**src/design/gic_pkg.sv**
```systemverilog
`default_nettype none

package gic_pkg;

  // Axis and hat constants
  localparam logic [14:0] AXIS_MAX     = 15'h7FFF;
  localparam logic [15:0] POV_CENTERED = 16'hFFFF;
  localparam logic [16:0] FULL_TURN    = 17'd36000;
  localparam logic [16:0] HALF_TURN    = 17'd18000;
  localparam logic [16:0] QUARTER_TURN = 17'd9000;

  // Reset values of the deadzone registers
  localparam logic [14:0] LEFT_DZ_RESET  = 15'd3924;
  localparam logic [14:0] RIGHT_DZ_RESET = 15'd4344;

  // Default pad count
  localparam int GIC_PADS = 4;

  // One stick axis: magnitude after saturation and sign of the final value
  typedef struct packed {
    logic        neg;
    logic [14:0] mag;
  } axis_t;

  // Work handed to the stick engine: axes 0..3 are LX, LY, RX, RY
  typedef struct packed {
    axis_t [3:0] axis;
    logic [14:0] dz_left;
    logic [14:0] dz_right;
  } stick_req_t;

  // Engine status and conditioned axes in the same order
  typedef struct packed {
    logic             done;
    logic [3:0][15:0] value;
  } eng_result_t;

endpackage

`default_nettype wire

```
**src/design/gic_poll_if.sv**
```systemverilog
`default_nettype none

interface gic_poll_if;
  logic               valid;
  logic               ready;
  logic        [1:0]  pad_index;
  logic signed [15:0] left_x;
  logic signed [15:0] left_y;
  logic signed [15:0] right_x;
  logic signed [15:0] right_y;
  logic        [11:0] buttons;
  logic        [15:0] pov_angle;

  modport source (
    output valid, pad_index, left_x, left_y, right_x, right_y, buttons, pov_angle,
    input  ready
  );

  modport sink (
    input  valid, pad_index, left_x, left_y, right_x, right_y, buttons, pov_angle,
    output ready
  );
endinterface

`default_nettype wire

```
**src/design/gic_result_if.sv**
```systemverilog
`default_nettype none

interface gic_result_if;
  logic               valid;
  logic               ready;
  logic signed [15:0] left_out_x;
  logic signed [15:0] left_out_y;
  logic signed [15:0] right_out_x;
  logic signed [15:0] right_out_y;
  logic        [19:0] button_states;
  logic        [7:0]  dpad_states;
  logic               trigger_left;
  logic               trigger_right;

  modport source (
    output valid, left_out_x, left_out_y, right_out_x, right_out_y,
           button_states, dpad_states, trigger_left, trigger_right,
    input  ready
  );

  modport sink (
    input  valid, left_out_x, left_out_y, right_out_x, right_out_y,
           button_states, dpad_states, trigger_left, trigger_right,
    output ready
  );
endinterface

`default_nettype wire

```
**src/design/gamepad_input_conditioner_core.sv**
```systemverilog
`default_nettype none

// One item is taken at a time: poll.ready is high only while idle, so a new item is
// not accepted until the result of the last one has been loaded for output. Work is
// paced by the single shared multiplier and the square root and divide steps (two
// bits per cycle) run for each stick in turn; a stick inside its deadzone skips
// its square root and divide steps.
// Reset clears all per-pad button state and loads the default deadzones.
module gamepad_input_conditioner_core import gic_pkg::*; #(
  parameter int PADS = GIC_PADS
) (
  input  wire logic        clk,
  input  wire logic        rst,
  gic_poll_if.sink         poll,
  gic_result_if.source     result,
  input  wire logic        psel,
  input  wire logic        penable,
  input  wire logic        pwrite,
  input  wire logic [2:0]  paddr,
  input  wire logic [31:0] pwdata,
  output logic      [31:0] prdata,
  output logic             pready
);

  localparam logic REG_LEFT_DZ  = 1'b0;
  localparam logic REG_RIGHT_DZ = 1'b1;

  localparam logic [1:0] ST_NONE    = 2'd0;
  localparam logic [1:0] ST_PRESSED = 2'd1;
  localparam logic [1:0] ST_HELD    = 2'd2;

  typedef enum logic [2:0] {
    T_IDLE = 3'b001,
    T_RUN  = 3'b010,
    T_HOLD = 3'b100
  } top_state_t;

  top_state_t  state;
  logic        go;
  logic        accept;
  logic        load;

  logic [14:0] left_dz;
  logic [14:0] right_dz;

  axis_t [3:0] axes;
  stick_req_t  req;
  eng_result_t eng_rsp;

  logic [1:0]  pad;
  logic [11:0] btn;
  logic [15:0] pov;

  logic [27:0] prev_states [PADS];
  logic [27:0] prev;
  logic [19:0] bs;
  logic [7:0]  ds;
  logic [9:0]  btn_main;
  logic [16:0] pov_mod;

  logic               res_valid;
  logic signed [15:0] out_lx;
  logic signed [15:0] out_ly;
  logic signed [15:0] out_rx;
  logic signed [15:0] out_ry;
  logic        [19:0] out_bs;
  logic        [7:0]  out_ds;
  logic               out_tl;
  logic               out_tr;

  // Saturated magnitude and final sign of one raw axis
  function automatic axis_t make_axis(input logic [15:0] v, input logic flip);
    logic [15:0] absv;
    axis_t       a;
    absv  = v[15] ? (~v + 16'd1) : v;
    a.mag = absv[15] ? AXIS_MAX : absv[14:0];
    a.neg = flip ? (!v[15] && (v != 16'h0000)) : v[15];
    return a;
  endfunction

  function automatic logic [1:0] track(input logic down, input logic [1:0] last);
    logic [1:0] st;
    if (!down) begin
      st = ST_NONE;
    end else begin
      st = (last == ST_NONE) ? ST_PRESSED : ST_HELD;
    end
    return st;
  endfunction

  // Hat lies strictly within a quarter turn of direction dir
  function automatic logic hat_near(input logic [16:0] a, input logic [16:0] dir);
    logic [16:0] diff;
    logic [16:0] gap;
    diff = a + FULL_TURN - dir;
    if (diff >= FULL_TURN) begin
      diff = diff - FULL_TURN;
    end
    gap = (diff > HALF_TURN) ? (FULL_TURN - diff) : diff;
    return gap < QUARTER_TURN;
  endfunction

  assign accept     = poll.valid && poll.ready;
  assign poll.ready = (state == T_IDLE);
  assign load       = (state == T_HOLD) && (!res_valid || result.ready);

  // Configuration port
  assign pready = 1'b1;

  always_comb begin
    unique case (paddr[2])
      REG_LEFT_DZ:  prdata = {17'd0, left_dz};
      REG_RIGHT_DZ: prdata = {17'd0, right_dz};
      default:      prdata = '0;
    endcase
  end

  always_ff @(posedge clk) begin
    if (rst) begin
      left_dz  <= LEFT_DZ_RESET;
      right_dz <= RIGHT_DZ_RESET;
    end else if (psel && penable && pwrite && pready) begin
      unique case (paddr[2])
        REG_LEFT_DZ:  left_dz  <= pwdata[14:0];
        REG_RIGHT_DZ: right_dz <= pwdata[14:0];
        default:      left_dz  <= left_dz;
      endcase
    end
  end

  // Latch the item
  always_ff @(posedge clk) begin
    if (accept) begin
      pad     <= poll.pad_index;
      btn     <= poll.buttons;
      pov     <= poll.pov_angle;
      axes[0] <= make_axis(poll.left_x, 1'b0);
      axes[1] <= make_axis(poll.left_y, 1'b1);
      axes[2] <= make_axis(poll.right_x, 1'b0);
      axes[3] <= make_axis(poll.right_y, 1'b1);
    end
  end

  assign req = {axes, left_dz, right_dz};

  gic_stick_engine u_engine (
    .clk   (clk),
    .rst   (rst),
    .start (go),
    .req   (req),
    .rsp   (eng_rsp)
  );

  // Control sequence
  always_ff @(posedge clk) begin
    if (rst) begin
      state <= T_IDLE;
      go    <= 1'b0;
    end else begin
      go <= 1'b0;
      unique case (state)
        T_IDLE: begin
          if (accept) begin
            go    <= 1'b1;
            state <= T_RUN;
          end
        end
        T_RUN: begin
          if (eng_rsp.done) begin
            state <= T_HOLD;
          end
        end
        T_HOLD: begin
          if (load) begin
            state <= T_IDLE;
          end
        end
        default: state <= T_IDLE;
      endcase
    end
  end

  // Previous states of this pad; a pad beyond the count reads as all released
  always_comb begin
    prev = '0;
    for (int i = 0; i < PADS; i++) begin
      if (32'(pad) == i) begin
        prev = prev_states[i];
      end
    end
  end

  assign btn_main = {btn[11:8], btn[5:0]};
  assign pov_mod  = ({1'b0, pov} >= FULL_TURN) ? ({1'b0, pov} - FULL_TURN) : {1'b0, pov};

  // Button and d-pad tracking
  always_comb begin
    for (int k = 0; k < 10; k++) begin
      bs[2*k +: 2] = track(btn_main[k], prev[2*k +: 2]);
    end
    for (int k = 0; k < 4; k++) begin
      ds[2*k +: 2] = track((pov != POV_CENTERED) && hat_near(pov_mod, 17'(k * 9000)),
                           prev[20 + 2*k +: 2]);
    end
  end

  always_ff @(posedge clk) begin
    if (rst) begin
      for (int i = 0; i < PADS; i++) begin
        prev_states[i] <= '0;
      end
    end else if (load) begin
      for (int i = 0; i < PADS; i++) begin
        if (32'(pad) == i) begin
          prev_states[i] <= {ds, bs};
        end
      end
    end
  end

  // Output register
  always_ff @(posedge clk) begin
    if (rst) begin
      res_valid <= 1'b0;
    end else if (load) begin
      res_valid <= 1'b1;
    end else if (result.ready) begin
      res_valid <= 1'b0;
    end
  end

  always_ff @(posedge clk) begin
    if (load) begin
      out_lx <= signed'(eng_rsp.value[0]);
      out_ly <= signed'(eng_rsp.value[1]);
      out_rx <= signed'(eng_rsp.value[2]);
      out_ry <= signed'(eng_rsp.value[3]);
      out_bs <= bs;
      out_ds <= ds;
      out_tl <= btn[6];
      out_tr <= btn[7];
    end
  end

  assign result.valid         = res_valid;
  assign result.left_out_x    = out_lx;
  assign result.left_out_y    = out_ly;
  assign result.right_out_x   = out_rx;
  assign result.right_out_y   = out_ry;
  assign result.button_states = out_bs;
  assign result.dpad_states   = out_ds;
  assign result.trigger_left  = out_tl;
  assign result.trigger_right = out_tr;

endmodule

`default_nettype wire

```
**src/design/gic_stick_engine.sv**
```systemverilog
`default_nettype none

module gic_stick_engine import gic_pkg::*; (
  input  wire logic        clk,
  input  wire logic        rst,
  input  wire logic        start,
  input  wire stick_req_t  req,
  output eng_result_t      rsp
);

  localparam int ROOT_CYCLES = 12;  // 24 root bits, two per cycle
  localparam int DIV_CYCLES  = 8;   // 16 quotient bits, two per cycle
  localparam logic [23:0] M_CAP = {1'b0, AXIS_MAX, 8'h00};

  typedef enum logic [5:0] {
    E_IDLE  = 6'b000001,
    E_PREP  = 6'b000010,
    E_ROOT  = 6'b000100,
    E_SCALE = 6'b001000,
    E_DIV   = 6'b010000,
    E_NEXT  = 6'b100000
  } eng_state_t;

  eng_state_t state;
  logic       sel;      // 0 left stick, 1 right stick
  logic       axis_y;   // 0 x axis, 1 y axis in the divide phase
  logic [3:0] cnt;
  logic       done;

  logic [30:0] s;
  logic [38:0] prod;
  logic [47:0] rad;
  logic [25:0] rem;
  logic [23:0] root;
  logic [38:0] den;
  logic [52:0] dvd;
  logic [53:0] dvs;
  logic [15:0] quo;
  logic [3:0][15:0] value;

  axis_t       cur_x;
  axis_t       cur_y;
  logic [14:0] dz;
  logic [23:0] mc;
  logic [23:0] span;
  logic [23:0] mul_a;
  logic [14:0] mul_b;
  logic        cur_neg;

  logic [27:0] root_t;
  logic [27:0] root_trial;
  logic [25:0] root_rem_n;
  logic [23:0] root_n;
  logic [47:0] rad_n;

  logic [52:0] dvd_n;
  logic [53:0] dvs_n;
  logic [15:0] quo_n;

  // Select the stick being worked on
  assign cur_x   = sel ? req.axis[2] : req.axis[0];
  assign cur_y   = sel ? req.axis[3] : req.axis[1];
  assign dz      = sel ? req.dz_right : req.dz_left;
  assign cur_neg = axis_y ? cur_y.neg : cur_x.neg;

  // Capped magnitude minus deadzone, both in Q.8
  assign mc   = (root > M_CAP) ? M_CAP : root;
  assign span = mc - {1'b0, dz, 8'h00};

  // Operand select for the shared multiplier
  always_comb begin
    mul_a = '0;
    mul_b = '0;
    if (state == E_PREP) begin
      if (cnt == 4'd0) begin
        mul_a = {9'd0, cur_x.mag};
        mul_b = cur_x.mag;
      end else if (cnt == 4'd1) begin
        mul_a = {9'd0, cur_y.mag};
        mul_b = cur_y.mag;
      end else if (cnt == 4'd2) begin
        mul_a = {9'd0, dz};
        mul_b = dz;
      end
    end else if (state == E_SCALE) begin
      if (cnt == 4'd0) begin
        mul_a = root;
        mul_b = AXIS_MAX - dz;
      end else begin
        mul_a = span;
        mul_b = axis_y ? cur_y.mag : cur_x.mag;
      end
    end
  end

  // Two restoring square root steps
  always_comb begin
    root_rem_n = rem;
    root_n     = root;
    rad_n      = rad;
    root_t     = '0;
    root_trial = '0;
    for (int i = 0; i < 2; i++) begin
      root_t     = {root_rem_n, rad_n[47:46]};
      root_trial = {2'b00, root_n, 2'b01};
      if (root_t >= root_trial) begin
        root_t = root_t - root_trial;
        root_n = {root_n[22:0], 1'b1};
      end else begin
        root_n = {root_n[22:0], 1'b0};
      end
      root_rem_n = root_t[25:0];
      rad_n      = {rad_n[45:0], 2'b00};
    end
  end

  // Two restoring division steps
  always_comb begin
    dvd_n = dvd;
    dvs_n = dvs;
    quo_n = quo;
    for (int i = 0; i < 2; i++) begin
      if ({1'b0, dvd_n} >= dvs_n) begin
        dvd_n = dvd_n - dvs_n[52:0];
        quo_n = {quo_n[14:0], 1'b1};
      end else begin
        quo_n = {quo_n[14:0], 1'b0};
      end
      dvs_n = {1'b0, dvs_n[53:1]};
    end
  end

  // Sequencer
  always_ff @(posedge clk) begin
    if (rst) begin
      state  <= E_IDLE;
      sel    <= 1'b0;
      axis_y <= 1'b0;
      cnt    <= '0;
      done   <= 1'b0;
    end else begin
      done <= 1'b0;
      unique case (state)
        E_IDLE: begin
          if (start) begin
            sel    <= 1'b0;
            axis_y <= 1'b0;
            cnt    <= '0;
            state  <= E_PREP;
          end
        end

        // Sum of squares, then deadzone test
        E_PREP: begin
          prod <= 39'(mul_a) * 39'(mul_b);
          cnt  <= cnt + 4'd1;
          if (cnt == 4'd1) begin
            s <= prod[30:0];
          end else if (cnt == 4'd2) begin
            s <= s + prod[30:0];
          end else if (cnt == 4'd3) begin
            if ((dz == AXIS_MAX) || (s <= {1'b0, prod[29:0]})) begin
              value[{sel, 1'b0}] <= '0;
              value[{sel, 1'b1}] <= '0;
              state              <= E_NEXT;
            end else begin
              rad   <= {1'b0, s, 16'h0000};
              rem   <= '0;
              root  <= '0;
              cnt   <= '0;
              state <= E_ROOT;
            end
          end
        end

        // Magnitude in Q.8
        E_ROOT: begin
          rem  <= root_rem_n;
          root <= root_n;
          rad  <= rad_n;
          cnt  <= cnt + 4'd1;
          if (cnt == 4'(ROOT_CYCLES - 1)) begin
            cnt   <= '0;
            state <= E_SCALE;
          end
        end

        // Denominator (x axis pass only), then numerator of the current axis
        E_SCALE: begin
          prod <= 39'(mul_a) * 39'(mul_b);
          cnt  <= cnt + 4'd1;
          if ((cnt == 4'd1) && !axis_y) begin
            den <= prod;
          end
          if (cnt == 4'd2) begin
            dvd   <= {prod[37:0], 15'h0000} - {15'h0000, prod[37:0]};
            dvs   <= {den, 15'h0000};
            quo   <= '0;
            cnt   <= '0;
            state <= E_DIV;
          end
        end

        E_DIV: begin
          dvd <= dvd_n;
          dvs <= dvs_n;
          quo <= quo_n;
          cnt <= cnt + 4'd1;
          if (cnt == 4'(DIV_CYCLES - 1)) begin
            value[{sel, axis_y}] <= cur_neg ? (16'd0 - quo_n) : quo_n;
            if (!axis_y) begin
              axis_y <= 1'b1;
              cnt    <= 4'd1;
              state  <= E_SCALE;
            end else begin
              state <= E_NEXT;
            end
          end
        end

        // Advance to the right stick or finish
        E_NEXT: begin
          if (!sel) begin
            sel    <= 1'b1;
            axis_y <= 1'b0;
            cnt    <= '0;
            state  <= E_PREP;
          end else begin
            done  <= 1'b1;
            state <= E_IDLE;
          end
        end

        default: state <= E_IDLE;
      endcase
    end
  end

  assign rsp = {done, value};

endmodule

`default_nettype wire
```
**src/flat_wrapper.sv**
```systemverilog
// flat-port wrapper written by rule: the top's interface ports become plain ports
module gamepad_input_conditioner_core_flat import gic_pkg::*;
#(
  parameter int PADS = GIC_PADS
)
  (clk, rst, psel, penable, pwrite, paddr, pwdata, prdata, pready, poll_valid, poll_pad_index, poll_left_x, poll_left_y, poll_right_x, poll_right_y, poll_buttons, poll_pov_angle, poll_ready, result_valid, result_left_out_x, result_left_out_y, result_right_out_x, result_right_out_y, result_button_states, result_dpad_states, result_trigger_left, result_trigger_right, result_ready);
  gic_poll_if poll_i ();
  gic_result_if result_i ();
  input  wire logic clk;
  input  wire logic rst;
  input  wire logic psel;
  input  wire logic penable;
  input  wire logic pwrite;
  input  wire logic [2:0] paddr;
  input  wire logic [31:0] pwdata;
  output logic      [31:0] prdata;
  output logic pready;
  input wire logic [$bits(poll_i.valid)-1:0] poll_valid;
  input wire logic [$bits(poll_i.pad_index)-1:0] poll_pad_index;
  input wire logic [$bits(poll_i.left_x)-1:0] poll_left_x;
  input wire logic [$bits(poll_i.left_y)-1:0] poll_left_y;
  input wire logic [$bits(poll_i.right_x)-1:0] poll_right_x;
  input wire logic [$bits(poll_i.right_y)-1:0] poll_right_y;
  input wire logic [$bits(poll_i.buttons)-1:0] poll_buttons;
  input wire logic [$bits(poll_i.pov_angle)-1:0] poll_pov_angle;
  output wire logic [$bits(poll_i.ready)-1:0] poll_ready;
  output wire logic [$bits(result_i.valid)-1:0] result_valid;
  output wire logic [$bits(result_i.left_out_x)-1:0] result_left_out_x;
  output wire logic [$bits(result_i.left_out_y)-1:0] result_left_out_y;
  output wire logic [$bits(result_i.right_out_x)-1:0] result_right_out_x;
  output wire logic [$bits(result_i.right_out_y)-1:0] result_right_out_y;
  output wire logic [$bits(result_i.button_states)-1:0] result_button_states;
  output wire logic [$bits(result_i.dpad_states)-1:0] result_dpad_states;
  output wire logic [$bits(result_i.trigger_left)-1:0] result_trigger_left;
  output wire logic [$bits(result_i.trigger_right)-1:0] result_trigger_right;
  input wire logic [$bits(result_i.ready)-1:0] result_ready;
  assign poll_i.valid = poll_valid;
  assign poll_i.pad_index = poll_pad_index;
  assign poll_i.left_x = poll_left_x;
  assign poll_i.left_y = poll_left_y;
  assign poll_i.right_x = poll_right_x;
  assign poll_i.right_y = poll_right_y;
  assign poll_i.buttons = poll_buttons;
  assign poll_i.pov_angle = poll_pov_angle;
  assign poll_ready = poll_i.ready;
  assign result_valid = result_i.valid;
  assign result_left_out_x = result_i.left_out_x;
  assign result_left_out_y = result_i.left_out_y;
  assign result_right_out_x = result_i.right_out_x;
  assign result_right_out_y = result_i.right_out_y;
  assign result_button_states = result_i.button_states;
  assign result_dpad_states = result_i.dpad_states;
  assign result_trigger_left = result_i.trigger_left;
  assign result_trigger_right = result_i.trigger_right;
  assign result_i.ready = result_ready;
  gamepad_input_conditioner_core #(.PADS(PADS)) u_core (.clk(clk), .rst(rst), .poll(poll_i), .result(result_i), .psel(psel), .penable(penable), .pwrite(pwrite), .paddr(paddr), .pwdata(pwdata), .prdata(prdata), .pready(pready));
endmodule
```
**config.mk**
```make
export PLATFORM = sky130hd
export DESIGN_NAME = gamepad_input_conditioner_core_flat
export DESIGN_NICKNAME = d
export VERILOG_FILES = /design/src/design/gic_pkg.sv /design/src/design/gic_poll_if.sv /design/src/design/gic_result_if.sv /design/src/design/gamepad_input_conditioner_core.sv /design/src/design/gic_stick_engine.sv /design/src/flat_wrapper.sv
export SDC_FILE = /design/constraint.sdc
export NUM_CORES = 2
export LEC_CHECK = 0
export BUFFER_PORTS_ARGS = -buffer_cell sky130_fd_sc_hd__buf_2
export CAP_MARGIN = 0
export CORE_MARGIN = 3
export CORE_UTILIZATION = 40
export DETAILED_ROUTE_END_ITERATION = 8
export PLACE_DENSITY_LB_ADDON = 0.12
export SLEW_MARGIN = 10
export SYNTH_ARGS = -nofsm -noshare
export SYNTH_HDL_FRONTEND = slang
export SYNTH_SLANG_ARGS = --single-unit
export TNS_END_PERCENT = 20
```
**constraint.sdc**
```tcl
create_clock -name clk -period 14.1 [get_ports clk]
set_input_delay 2.82 -clock clk [delete_from_list [all_inputs] [get_ports clk]]
set_output_delay 2.82 -clock clk [all_outputs]
set_load 0.005 [all_outputs]
```
==> results by group <==
Die
  • # rows: 142
  • Die area: 0.156 mm²
  • Die height: 396 µm
  • Core footprint: 0.150 mm²
  • Initial Util: 0.404
  • Die width: between 300 and 400 µm
  • Io pins: approximately 270

Power
  • Maximum VDD drop: between 0.00008 and 0.00009 V
  • Leak: 0.0279 µW
  • Tot Pwr: 6470 µW
  • PwrDens: 96.3 mW/mm²

STA
  • Sum Neg Setup Slack: 0 ns
  • Fmax: 88.8 MHz
  • Setup Skew: 0.0697 ns
  • Worst-Margin Slew: 1.23 ns
  • Crit share post-route: 0.798
  • Slew headroom: 0.178
  • Fin crit period: between 10 and 15 ns
  • Final setup vio count: 0
  • Setup slack after layout: between 2 and 3 ns
  • Hold Vio Cnt, Final: 0
  • Slew Limit Fails: 0
  • Unrepaired setup endpoints after global routing: no

Global route
  • Vias in the first global route: 47,424
  • Initial antenna violation count: 5
  • First-pass GRT wire length: 281 mm
  • Largest net degree at the start of global routing: 80
  • Remaining Overflow, GRT: 0
  • GRT Resource Usage Total: 0.228

Logic synthesis
  • Area share of the largest cell type after synthesis: 0.334
  • Cells after Synth: between 6,000 and 7,000
  • Sequential area share after synthesis: 0.350
  • Warnings, synthesis: 0
  • Synth top area cells: edfxtp_1, fa_1, ha_1
  • Largest area contributor in the netlist: edfxtp_1
  • Cell area after synthesis: slightly above 0.06 mm²
  • Synthesized area per cell: 9.12 µm²
  • Post-synth cell types: approximately 130
  • Predominant post-synthesis flop cell: edfxtp_1
  • EDFF count, synth: ~680
  • FF+latch count, synth: 724
  • FFs w/ async S/R, synth: 0

Cells and area
  • Fill count: 14,853
  • Final Util: 0.447
  • Commonest non-fill, non-tap cell in the layout: nand2_1
  • Multi-input gate area: 0.0364 mm²
  • Syn-to-layout area delta: 10.7%
  • Commonest non-fill, non-tap cells in the layout: nand2_1, edfxtp_1, nor2_1
  • Share of layout cells above drive strength 1: 0.0912
  • Number of nets in the layout: 7,604
  • Register area: 0.0213 mm²

Run
  • Max-Cap Viols: 0

Critical path
  • Slowest CP cell: mux2i_1
  • Worst path required time: between 10 and 15 ns
  • Worst setup EP type: flip-flop
  • Crit path launch type: flip-flop
  • WS Path Type: reg -> reg
  • Critical Path Max Stage Delay: 0.80 ns
  • Worst-path maximum fanout: 28
  • Worst EP arrival: 11.68 ns

Routing
  • DRT Pass-1 Iters: 5
  • Vias per cell: 5.52
  • Routed WL per cell: 20.5 µm
  • WL final: 182 mm
  • Antenna-violating nets left: 0
  • DRC viols: 0
  • Total number of vias: 48,999
  • Iter 0 DRT Violations: 3,488

Clocking
  • Clk_lat worst skew: 0.74 ns
  • Clk pin slew, worst setup/hold paths: around 0.060 ns
  • CTS tree: yes
  • Htree depth: 3
  • Root Driver: clkbuf_16
  • Hold_buf cts: 0
  • Postcts setup bufs: 0
  • CTS Buf Count: 88
  • # clock sinks: between 700 and 800
  • Bufs on Longest Clock Path: 3
  • Post-cts sizing count: 0

Placed design
  • Dpl ws: 2.76 ns
  • Gpl congestion: 0.892
  • IO buf count: 227
  • Post-DP HPWL: 138 mm

Min path
  • Hold WC Path Type: reg -> reg

Outcome
  • Status: completed
## worst max-delay path, delay by kind of cell (launching register included)
family / cells / cell delay, ns
and+or+nand+nor: 5 / 1.20
xor gates and xnor gates: 1 / 0.13
AOI/OAI and AO/OA: 16 / 4.26
buffers and inverters: 3 / 0.18
muxes: 1 / 0.80
adders and majority gates: 8 / 3.69
DFF: 1 / 0.71
## area by class of cell
cell class	instances	share of cell area
antenna	1	0.0000372
clock buffer	101	0.0335
clock inverter	62	0.0126
inverter	567	0.0317
multi-input combinational	5099	0.542
sequential	724	0.316
tap	2016	0.0375
timing repair buffer	313	0.0265
## sequential cells by signal (all words and copies together), names as in the netlist, 32 cells and up
name and count:
u_core.axes 64, u_core.prev_states 112, u_core.u_engine.den 39, u_core.u_engine.dvd 53, u_core.u_engine.dvs 54, u_core.u_engine.prod 39, u_core.u_engine.rad 32, u_core.u_engine.rsp 64
## cell usage after synthesis, drive strengths merged, types with 85 or more instances
master,instances
mux2i,85
and2,93
ha,387
a21oi,432
o21ai,422
nand2,932
nand3,103
nor2,614
a21o,130
fa,288
clkbuf,230
xnor2,267
xor2,132
a211oi,102
nor3,150
inv,566
edfxtp,676
## metrics by stage
step                      hold WS (ns)  std cells  area [µm²]
after floorplan                  0.400       6671       60800
after global placement           0.401       8719       64100
after detailed placement         0.405       8719       64100
after CTS                        0.420       8882       67200
after global routing             0.423       8882       67200
final                            0.419       8883       67200
## path summary, 6_finish.rpt
check / startpoint / slack [ns] / depth (start not counted) / end
worst max-delay path: u_core.u_engine.sel$_SDFFE_PP0P_ / 2.84 / 34 / u_core.u_engine.prod[37]$_DFFE_PP_
worst min-delay path: u_core.btn[6]$_DFFE_PP_ / 0.42 / 0 / u_core.result.trigger_left$_DFFE_PP_
worst max register to register: u_core.u_engine.sel$_SDFFE_PP0P_ / 2.84 / 34 / u_core.u_engine.prod[37]$_DFFE_PP_
worst min register to register: u_core.btn[6]$_DFFE_PP_ / 0.42 / 0 / u_core.result.trigger_left$_DFFE_PP_
## cells by family (layout without fill, tap and decap cells)
family	count (synthesis)	count (layout)	synth area share
AND/OR/NAND/NOR	2324	2324	0.175
AO/OA/AOI/OAI	1548	1548	0.163
buffers and inverters	848	1043	0.0542
flip-flops	724	724	0.350
adder cells (fa/ha/maj)	675	675	0.175
XOR/XNOR	403	403	0.0601
multiplexers	131	131	0.0226
other	2	19	0.000124
## where the power goes
part	leakage (µW)	switching, µW	internal, µW
sequential	0.00661	21.1	2380
clock	0.00147	1020	1410
combinational	0.0198	1080	564
## per-layer routing
metal / global-route usage / up-vias / part of all wire
li1: - / 23629 / -
met1: 0.321 / 23697 / 0.46
met2: 0.371 / 1409 / 0.46
met3: 0.0250 / 264 / 0.052
met4: 0.0691 / 0 / 0.031
met5: 0 / - / 0
Note: power is estimated with default switching activity, not from simulation.
